**src/sv/itoa_pkg.sv**
```systemverilog
// Shared types, constants and the shift-add-3 step for the integer to ASCII converter.
package itoa_pkg;

  localparam int VALUE_W    = 32;
  localparam int BCD_DIGITS = 10;
  localparam int BCD_W      = 4 * BCD_DIGITS;
  localparam int NDIG_W     = 4;
  localparam int CHAR_W     = 6;
  localparam int DD_STEPS   = 8;
  localparam int DD_STAGES  = VALUE_W / DD_STEPS;

  localparam logic [CHAR_W-1:0] ASCII_ZERO  = 6'd48;
  localparam logic [CHAR_W-1:0] ASCII_MINUS = 6'd45;

  typedef struct packed {
    logic               neg;
    logic [BCD_W-1:0]   bcd;
    logic [VALUE_W-1:0] bin;
  } work_t;

  typedef struct packed {
    logic              neg;
    logic [BCD_W-1:0]  bcd;
    logic [NDIG_W-1:0] ndig;
  } norm_t;

  function automatic work_t dd_step(work_t w);
    work_t      r;
    logic [3:0] d;
    r = w;
    for (int i = 0; i < BCD_DIGITS; i++) begin
      d = r.bcd[4*i +: 4];
      if (d >= 4'd5) begin
        r.bcd[4*i +: 4] = d + 4'd3;
      end
    end
    {r.bcd, r.bin} = {r.bcd[BCD_W-2:0], r.bin, 1'b0};
    return r;
  endfunction

endpackage

```
**src/sv/itoa_dd_stage.sv**
```systemverilog
// One pipeline stage that runs several shift-add-3 steps of the binary to BCD conversion.
module itoa_dd_stage (
  input  logic            clk,
  input  logic            rst,
  input  logic            in_valid,
  output logic            in_ready,
  input  itoa_pkg::work_t in_data,
  output logic            out_valid,
  input  logic            out_ready,
  output itoa_pkg::work_t out_data
);

  itoa_pkg::work_t stepped;

  always_comb begin
    stepped = in_data;
    for (int s = 0; s < itoa_pkg::DD_STEPS; s++) begin
      stepped = itoa_pkg::dd_step(stepped);
    end
  end

  assign in_ready = !out_valid || out_ready;

  always_ff @(posedge clk) begin
    if (rst) begin
      out_valid <= 1'b0;
    end else if (in_ready) begin
      out_valid <= in_valid;
      if (in_valid) begin
        out_data <= stepped;
      end
    end
  end

endmodule

```
**src/sv/itoa_serializer.sv**
```systemverilog
// Character serializer that emits the sign and the digits of one number, one per transaction.
module itoa_serializer (
  input  logic                          clk,
  input  logic                          rst,
  input  logic                          in_valid,
  output logic                          in_ready,
  input  itoa_pkg::norm_t               in_data,
  output logic                          out_valid,
  input  logic                          out_ready,
  output logic [itoa_pkg::CHAR_W-1:0]   out_char,
  output logic                          out_last
);

  logic                          busy;
  logic                          sign_pend;
  logic [itoa_pkg::BCD_W-1:0]    sbcd;
  logic [itoa_pkg::NDIG_W-1:0]   left;
  logic                          produce;
  logic                          finishing;

  assign produce   = busy && (!out_valid || out_ready);
  assign finishing = produce && !sign_pend && (left == 4'd1);
  assign in_ready  = !busy || finishing;

  always_ff @(posedge clk) begin
    if (rst) begin
      busy      <= 1'b0;
      out_valid <= 1'b0;
      sign_pend <= 1'b0;
    end else begin
      if (produce) begin
        out_valid <= 1'b1;
      end else if (out_ready) begin
        out_valid <= 1'b0;
      end
      if (produce) begin
        if (sign_pend) begin
          out_char <= itoa_pkg::ASCII_MINUS;
          out_last <= 1'b0;
        end else begin
          out_char <= itoa_pkg::ASCII_ZERO
                      + {2'b00, sbcd[itoa_pkg::BCD_W-1 -: 4]};
          out_last <= (left == 4'd1);
        end
      end
      if (in_valid && in_ready) begin
        busy      <= 1'b1;
        sign_pend <= in_data.neg;
        sbcd      <= in_data.bcd;
        left      <= in_data.ndig;
      end else if (produce) begin
        if (sign_pend) begin
          sign_pend <= 1'b0;
        end else begin
          sbcd <= {sbcd[itoa_pkg::BCD_W-5:0], 4'd0};
          left <= left - 4'd1;
          if (left == 4'd1) begin
            busy <= 1'b0;
          end
        end
      end
    end
  end

endmodule

```
**src/sv/signed_int_to_decimal_ascii.sv**
```systemverilog
// Top level: signed 32-bit integer to decimal ASCII text, pipelined conversion and serializer.
//
//   Channel   Dir   tdata (low bit up)          tuser   tlast
//   s_axis    in    value[31:0]                 -       -
//   m_axis    out   char_code[5:0], 2'b00       -       last_char
//
// A number passes an input stage, four BCD stages of eight shift-add-3 steps each and a
// leading-zero stage, and is then loaded into the serializer, whose output register holds
// its first character.
// The serializer emits one character per cycle while m_axis is ready, so a number takes
// 1 to 11 characters (digit count plus one for a minus sign); that sets the sustained rate.
// Reset clears all valid bits; on an m_axis stall a full stage waits for a free successor.
module signed_int_to_decimal_ascii (
  input  logic        clk,
  input  logic        rst,
  input  logic        s_axis_tvalid,
  output logic        s_axis_tready,
  input  logic [31:0] s_axis_tdata,   // value[31:0]
  output logic        m_axis_tvalid,
  input  logic        m_axis_tready,
  output logic [7:0]  m_axis_tdata,   // char_code[5:0], zeros[7:6]
  output logic        m_axis_tlast
);

  localparam int NS = itoa_pkg::DD_STAGES;

  logic [NS:0]                   v;
  logic [NS:0]                   rdy;
  itoa_pkg::work_t               d [NS+1];
  logic                          in_vld;
  itoa_pkg::work_t               in_item;
  logic                          raw_neg;
  logic [itoa_pkg::VALUE_W-1:0]  raw_mag;
  logic                          nv;
  itoa_pkg::norm_t               norm;
  itoa_pkg::norm_t               norm_next;
  logic                          ser_ready;
  logic [itoa_pkg::CHAR_W-1:0]   out_char;
  logic [3:0]                    top_idx;
  logic [3:0]                    shift_digits;

  assign raw_neg = s_axis_tdata[itoa_pkg::VALUE_W-1];
  assign raw_mag = raw_neg ? (32'd0 - s_axis_tdata) : s_axis_tdata;

  assign s_axis_tready = !in_vld || rdy[0];

  always_ff @(posedge clk) begin
    if (rst) begin
      in_vld <= 1'b0;
    end else if (s_axis_tready) begin
      in_vld <= s_axis_tvalid;
      if (s_axis_tvalid) begin
        in_item <= '{neg: raw_neg, bcd: '0, bin: raw_mag};
      end
    end
  end

  assign v[0] = in_vld;
  assign d[0] = in_item;

  for (genvar k = 0; k < NS; k++) begin : g_dd
    itoa_dd_stage u_stage (
      .clk       (clk),
      .rst       (rst),
      .in_valid  (v[k]),
      .in_ready  (rdy[k]),
      .in_data   (d[k]),
      .out_valid (v[k+1]),
      .out_ready (rdy[k+1]),
      .out_data  (d[k+1])
    );
  end

  always_comb begin
    top_idx = 4'd0;
    for (int i = 0; i < itoa_pkg::BCD_DIGITS; i++) begin
      if (d[NS].bcd[4*i +: 4] != 4'd0) begin
        top_idx = 4'(i);
      end
    end
    shift_digits   = 4'(itoa_pkg::BCD_DIGITS - 1) - top_idx;
    norm_next.neg  = d[NS].neg;
    norm_next.bcd  = d[NS].bcd << {shift_digits, 2'b00};
    norm_next.ndig = top_idx + 4'd1;
  end

  assign rdy[NS] = !nv || ser_ready;

  always_ff @(posedge clk) begin
    if (rst) begin
      nv <= 1'b0;
    end else if (rdy[NS]) begin
      nv <= v[NS];
      if (v[NS]) begin
        norm <= norm_next;
      end
    end
  end

  itoa_serializer u_ser (
    .clk       (clk),
    .rst       (rst),
    .in_valid  (nv),
    .in_ready  (ser_ready),
    .in_data   (norm),
    .out_valid (m_axis_tvalid),
    .out_ready (m_axis_tready),
    .out_char  (out_char),
    .out_last  (m_axis_tlast)
  );

  assign m_axis_tdata = {2'b00, out_char};

  a_char_range: assert property (@(posedge clk) disable iff (rst)
    m_axis_tvalid |-> (out_char == itoa_pkg::ASCII_MINUS)
                   || (out_char >= 6'd48 && out_char <= 6'd57))
    else $error("Output character is neither a digit nor a minus sign.");

  a_minus_not_last: assert property (@(posedge clk) disable iff (rst)
    m_axis_tvalid && (out_char == itoa_pkg::ASCII_MINUS) |-> !m_axis_tlast)
    else $error("Minus sign flagged as the last character.");

  a_digit_after_minus: assert property (@(posedge clk) disable iff (rst)
    m_axis_tvalid && m_axis_tready && (out_char == itoa_pkg::ASCII_MINUS)
    |=> m_axis_tvalid && (out_char != itoa_pkg::ASCII_MINUS))
    else $error("A digit did not follow the minus sign transaction.");

endmodule

```
**config.mk**
```make
export PLATFORM = sky130hd
export DESIGN_NAME = signed_int_to_decimal_ascii
export DESIGN_NICKNAME = d
export VERILOG_FILES = /design/src/sv/itoa_pkg.sv /design/src/sv/itoa_dd_stage.sv /design/src/sv/itoa_serializer.sv /design/src/sv/signed_int_to_decimal_ascii.sv
export SDC_FILE = /design/constraint.sdc
export NUM_CORES = 1
export LEC_CHECK = 0
export ABC_AREA = 1
export BUFFER_PORTS_ARGS = -buffer_cell sky130_fd_sc_hd__buf_2
export CORE_MARGIN = 1.5
export CORE_UTILIZATION = 38
export CTS_BUF_LIST = sky130_fd_sc_hd__clkbuf_4 sky130_fd_sc_hd__clkbuf_8
export DETAILED_ROUTE_END_ITERATION = 6
export PLACE_DENSITY = 0.58
export SKIP_LAST_GASP = 1
export SYNTH_ARGS = -nofsm -noshare
export SYNTH_HDL_FRONTEND = slang
export SYNTH_HIERARCHICAL = 1
export SYNTH_SLANG_ARGS = --single-unit
```
**constraint.sdc**
```tcl
create_clock -name clk -period 9.3 [get_ports clk]
set_input_delay 1.86 -clock clk [delete_from_list [all_inputs] [get_ports clk]]
set_output_delay 1.86 -clock clk [all_outputs]
set_load 0.01 [all_outputs]
```
==> impl_metrics.json, run 1 <==
{
  "layout_worst_path_cycle_share_pct": 71.1,
  "detail_route.iter0.violations": 1757,
  "crit_type": "flop to flop",
  "cts_inserted_buffers": 71,
  "cp.required_ps": 9730,
  "cts_tree": "yes",
  "fmax_mhz": 151,
  "globalRouteOverflowTotal": 0,
  "wl_per_cell_um": 10.7,
  "slowest_stage": "edfxtp_1",
  "ys_warn_count": 6,
  "post-cts-setup-buffer-count": 0,
  "buf_inv_stages_crit_path": 14,
  "place_hpwl_um": 81000,
  "dieHeight_um": 357,
  "critical_path.endpoint_type": "flop",
  "clock-skew-final_ps": 54.7,
  "setup_repair_after_global_routing_missed_its_margin": "false",
  "max_stage_delay_ps": 410,
  "remaining_drc_errors": 1,
  "mappedNetlistArea_sq_um": 47600,
  "core_region_area_sq_um": 124000,
  "path_clk_slew_ps": 60,
  "firstDrtPassIters": 7,
  "critPathArrivalTime_ps": 7040,
  "grt_first_pass_wirelength_um": 170000,
  "die-area_sq_um": 127000,
  "hold_violations": 0,
  "share_of_post_route_cells_with_drive_strength_above_1_pct": 20.3,
  "clk_root_buffer_cell": "clkbuf_8",
  "synth.avg_cell_area_sq_um": 6.61,
  "place.gp.congestion": 0.866,
  "max_cap_viol_count": 0,
  "period_needed_ps": 6610,
  "startpoint_type": "flop",
  "final_setup_tns_ps": 0,
  "path_common_cell": "nand2_1",
  "flow.area_growth_from_synthesis_pct": 8.29,
  "gr-usage-all-layers_pct": 15.3,
  "worstPathMaxFanout": 4,
  "hp-class": "flop to flop",
  "post_drt_via_cell_ratio": 4.69,
  "wirelength_um": 97300,
  "floorplan.initialDensity_pct": 38.4,
  "antenna_found_initial": 1,
  "ctsLongestPathBuffers": 3,
  "setup_viol": 0,
  "cts_sinks": 349,
  "clkLatencyLatePin_ps": 710,
  "detailroute.via_count": 42700,
  "pin_count": 47,
  "violations": "DRC",
  "clock_tree.htree_level_count": 3,
  "status": "complete, but fails checks",
  "post_cts_resize_count": 0,
  "ctsHoldBuffers": 0,
  "finalMaxSlewViolations": 0,
  "postRouteAntennaNets": 0,
  "rows": 129,
  "nets": 7697,
  "relSlewSlack_pct": 27.1,
  "grt_start_max_net_pins": 58,
  "die_width_um": 357,
  "crit_family": "simple AND/OR/NAND/NOR gates",
  "port_buffers": 43,
  "grt_pass1_vias": 39800,
  "tightestPinTransition_ps": 1090,
  "postSynthCellCount": 7200
}
-- registers in the layout (all words and copies together) (netlist names) --
| name | cells |
|---|---|
| in_vld | 1 |
| u_ser/out_last | 1 |
| u_ser/left | 4 |
| u_ser/sign_pend | 1 |
| g_dd.u_stage/out_data | 212 |
| u_ser/out_char | 5 |
| u_ser/out_valid | 1 |
| u_ser/sbcd | 40 |
| norm | 45 |
| nv | 1 |
| u_ser/busy | 1 |
| g_dd.u_stage/out_valid | 4 |
| d | 33 |
-- worst reg2reg max path, delay by kind of cell (launching register included) --
family / cells / cell delay (ps)
buffers and inverters: 14 / 900
adder cells (fa/ha/maj): 8 / 1390
AND/OR/NAND/NOR: 38 / 3660
flip-flops: 1 / 410
-- layer usage --
layer / wire, um / track usage, %
met1: 41800 / 16.6
met4: 2370 / 4.69
met2: 51400 / 30.7
met3: 1820 / 1.52
met5: 0 / 0
-- cells in the final DEF, fill, tap and decap left out, types with 9 or more instances in the layout --
cell	instances
nand2_1	2448
xor2_2	12
or2_2	15
buf_4	11
clkbuf_8	72
inv_1	1058
a21o_1	64
nor2_2	17
xor2_1	93
conb_1	128
clkinv_1	12
nand3_1	830
clkbuf_4	16
edfxtp_1	340
ha_1	246
nand3_4	36
nor2_1	139
nand4_1	175
clkinv_2	10
inv_2	158
o21ai_2	125
o211ai_1	20
a21oi_1	64
nand3_2	207
dfxtp_1	9
o21ai_4	48
xnor2_1	26
nand2_2	550
nand2_4	106
buf_2	43
nand3b_1	33
or2_0	12
and2_1	26
o21ai_0	90
o21ai_1	85
nor3_1	19
nor2_4	20
-- through the flow --
step | setup WS, ps | hold WS [ps] | util [%] | cells | cell area [sq um]
floorplan | 1580 | 400 | - | 7326 | 48000
global placement | 3010 | 402 | 40.5 | 8979 | 50100
detailed placement | 2750 | 405 | 40.5 | 8979 | 50100
CTS | 2680 | 396 | 41.5 | 9097 | 51500
global route | 1670 | 404 | 41.5 | 9098 | 51500
finish | 2690 | 393 | 41.5 | 9098 | 51500
-- layout make-up --
cell class                      count  area, sq um
Fill cell                       12900        72500
Multi-Input combinational cell   5715        32800
Sequential cell                   349        10400
Inverter                         1224         4620
Tap cell                         1637         2050
Clock buffer                       88         1110
Timing Repair Buffer               54          298
Clock inverter                     30          241
Antenna cell                        1         2.50
-- path summary, 6_finish.rpt --
path / from / depth (start not counted) / slack [ps] / to
min: d[298]$_DFFE_PP_ / 0 / 390 / g_dd[0].u_stage/out_data[14]$_DFFE_PP_
max reg2reg: g_dd[2].u_stage/out_data[64]$_DFFE_PP_ / 60 / 2690 / g_dd[3].u_stage/out_data[70]$_DFFE_PP_
max: g_dd[2].u_stage/out_data[64]$_DFFE_PP_ / 60 / 2690 / g_dd[3].u_stage/out_data[70]$_DFFE_PP_
min reg2reg: d[298]$_DFFE_PP_ / 0 / 390 / g_dd[0].u_stage/out_data[14]$_DFFE_PP_
Power of run 1 is not shown: default switching activity piles up to over one toggle a cycle in this logic, so the estimate is an artifact.
==> inputs of run 2 (changes only) <==
--- a/config.mk
+++ b/config.mk
@@ -11,7 +11,7 @@
 export CORE_UTILIZATION = 38
 export CTS_BUF_LIST = sky130_fd_sc_hd__clkbuf_4 sky130_fd_sc_hd__clkbuf_8
 export DETAILED_ROUTE_END_ITERATION = 6
-export PLACE_DENSITY = 0.58
+export PLACE_DENSITY = 0.6
 export SKIP_LAST_GASP = 1
 export SYNTH_ARGS = -nofsm -noshare
 export SYNTH_HDL_FRONTEND = slang
==> constraint.sdc (replaced) <==
create_clock -name clk -period 5.6 [get_ports clk]
set_input_delay 1.12 -clock clk [delete_from_list [all_inputs] [get_ports clk]]
set_output_delay 1.12 -clock clk [all_outputs]
set_load 0.01 [all_outputs]
==> run 2 against run 1 <==
- the flow finishes with violations (DRC, setup timing)
- maximum frequency up 16%
- flip-flop and latch count unchanged
- via count up 3.7%
==> impl_metrics.json, run 2 (synthesized netlist as in run 1, its figures left out) <==
{
  "status": "complete, but fails checks",
  "violations": "DRC, setup timing",
  "grt_pass1_vias": 41300,
  "wl_per_cell_um": 10.8,
  "clock_tree.htree_level_count": 3,
  "path_common_cell": "nand2_2",
  "gr-usage-all-layers_pct": 15.6,
  "sequential_cell_area_sq_um": 10400,
  "startpoint_type": "flop",
  "mostFrequentLayoutCell": "nand2_1",
  "placedInstanceArea_sq_um": 51500,
  "postRouteAntennaNets": 0,
  "setup_viol": 6,
  "place.gp.congestion": 0.868,
  "clkLatencyLatePin_ps": 730,
  "cp.required_ps": 6040,
  "clock-skew-final_ps": 96.7,
  "core_region_area_sq_um": 124000,
  "clk_root_buffer_cell": "clkbuf_8",
  "multiInputGateArea_sq_um": 34400,
  "largest_register_ffs": 212,
  "antenna_found_initial": 3,
  "place_hpwl_um": 81200,
  "post_drt_via_cell_ratio": 4.70,
  "hold_violations": 0,
  "critical_path.endpoint_type": "flop",
  "hp-class": "flop to flop",
  "crit_type": "flop to flop",
  "max_cap_viol_count": 0,
  "critPathArrivalTime_ps": 6160,
  "floorplan.initialDensity_pct": 38.4,
  "dpl_worst_slack_ps": -314,
  "ctsLongestPathBuffers": 3,
  "setup_repair_after_global_routing_missed_its_margin": "true",
  "path_clk_slew_ps": 60,
  "nets": 7994,
  "firstDrtPassIters": 7,
  "period_needed_ps": 5720,
  "flow.area_growth_from_synthesis_pct": 16.9,
  "detail_route.iter0.violations": 1538,
  "pin_count": 47,
  "layout_common_cells": "2296 x nand2_1, 987 x inv_1, 761 x nand3_1",
  "biggestRegsByFlops": "g_dd.u_stage/out_data: 212 flops, norm: 45 flops, u_ser/sbcd: 40 flops",
  "remaining_drc_errors": 4,
  "finalMaxSlewViolations": 0,
  "detailroute.via_count": 44200,
  "max_stage_delay_ps": 420,
  "relSlewSlack_pct": 29.5,
  "cts_tree": "yes",
  "share_of_post_route_cells_with_drive_strength_above_1_pct": 28.1,
  "layout_worst_path_cycle_share_pct": 102,
  "die-area_sq_um": 127000,
  "post-route-worst-setup-slack_ps": -117,
  "grt_first_pass_wirelength_um": 174000,
  "dieHeight_um": 357,
  "fillers": 12600,
  "final_area_sq_um": 55600,
  "port_buffers": 43,
  "rows": 129,
  "cts_inserted_buffers": 70,
  "tightestPinTransition_ps": 1060,
  "slowest_stage": "edfxtp_1",
  "grt_start_max_net_pins": 58,
  "worstPathMaxFanout": 3,
  "final_cell_utilization_of_the_core_pct": 44.9,
  "fmax_mhz": 175,
  "regMostFlops": "g_dd.u_stage/out_data",
  "die_width_um": 357,
  "wirelength_um": 101000,
  "cts_sinks": 349,
  "globalRouteOverflowTotal": 0
}
run 2: worst paths after layout:
kind	end	start	slack [ps]	cells after the start
worst min-delay path	norm[44]$_DFFE_PP_	g_dd[3].u_stage/out_data[72]$_DFFE_PP_	400	0
worst max register to register	g_dd[3].u_stage/out_data[69]$_DFFE_PP_	g_dd[2].u_stage/out_data[68]$_DFFE_PP_	-120	58
worst max-delay path	g_dd[3].u_stage/out_data[69]$_DFFE_PP_	g_dd[2].u_stage/out_data[68]$_DFFE_PP_	-120	58
worst min register to register	norm[44]$_DFFE_PP_	g_dd[3].u_stage/out_data[72]$_DFFE_PP_	400	0
run 2: timing repair:
item,in CTS,in global routing
setup endpoints to repair,7,100
pin swaps,77,143
setup buffers,90,71
resized for setup,68,332
hold buffers,0,0
run 2: worst max-delay path: cells and delay by family (launching register included):
kind          cells  cell delay, ps
fa+ha+maj         7            1000
simple gates     37            3150
buf+inv          14             910
flops             1             420
run 2: cell type report:
cell class	count	area share (%)
clock buffer	88	1.98
inverter	1224	8.32
timing repair buffer	352	4.63
tap	1637	3.68
clock inverter	35	0.855
antenna	3	0.0135
multi-input combinational	5715	61.8
sequential	349	18.7
run 2: per-layer routing:
| layer | GRT usage [%] | vias to the layer above | share of wire, % |
|---|---|---|---|
| li1 | - | 24100 | - |
| met3 | 1.82 | 175 | 2.4 |
| met1 | 16.9 | 19600 | 41 |
| met2 | 30.9 | 403 | 53 |
| met4 | 5.49 | 0 | 3.4 |
| met5 | 0 | - | 0 |
run 2: metrics by stage:
stage / TNS [ps] / std cells / hold slack, ps
final: -495 / 9403 / 396
after global placement: -844 / 9126 / 403
after detailed placement: -1740 / 9126 / 405
after global routing: -4900 / 9401 / 419
after floorplan: 0 / 7326 / 400
after CTS: -62.6 / 9338 / 392
Power of run 2 is left out for the same reason.
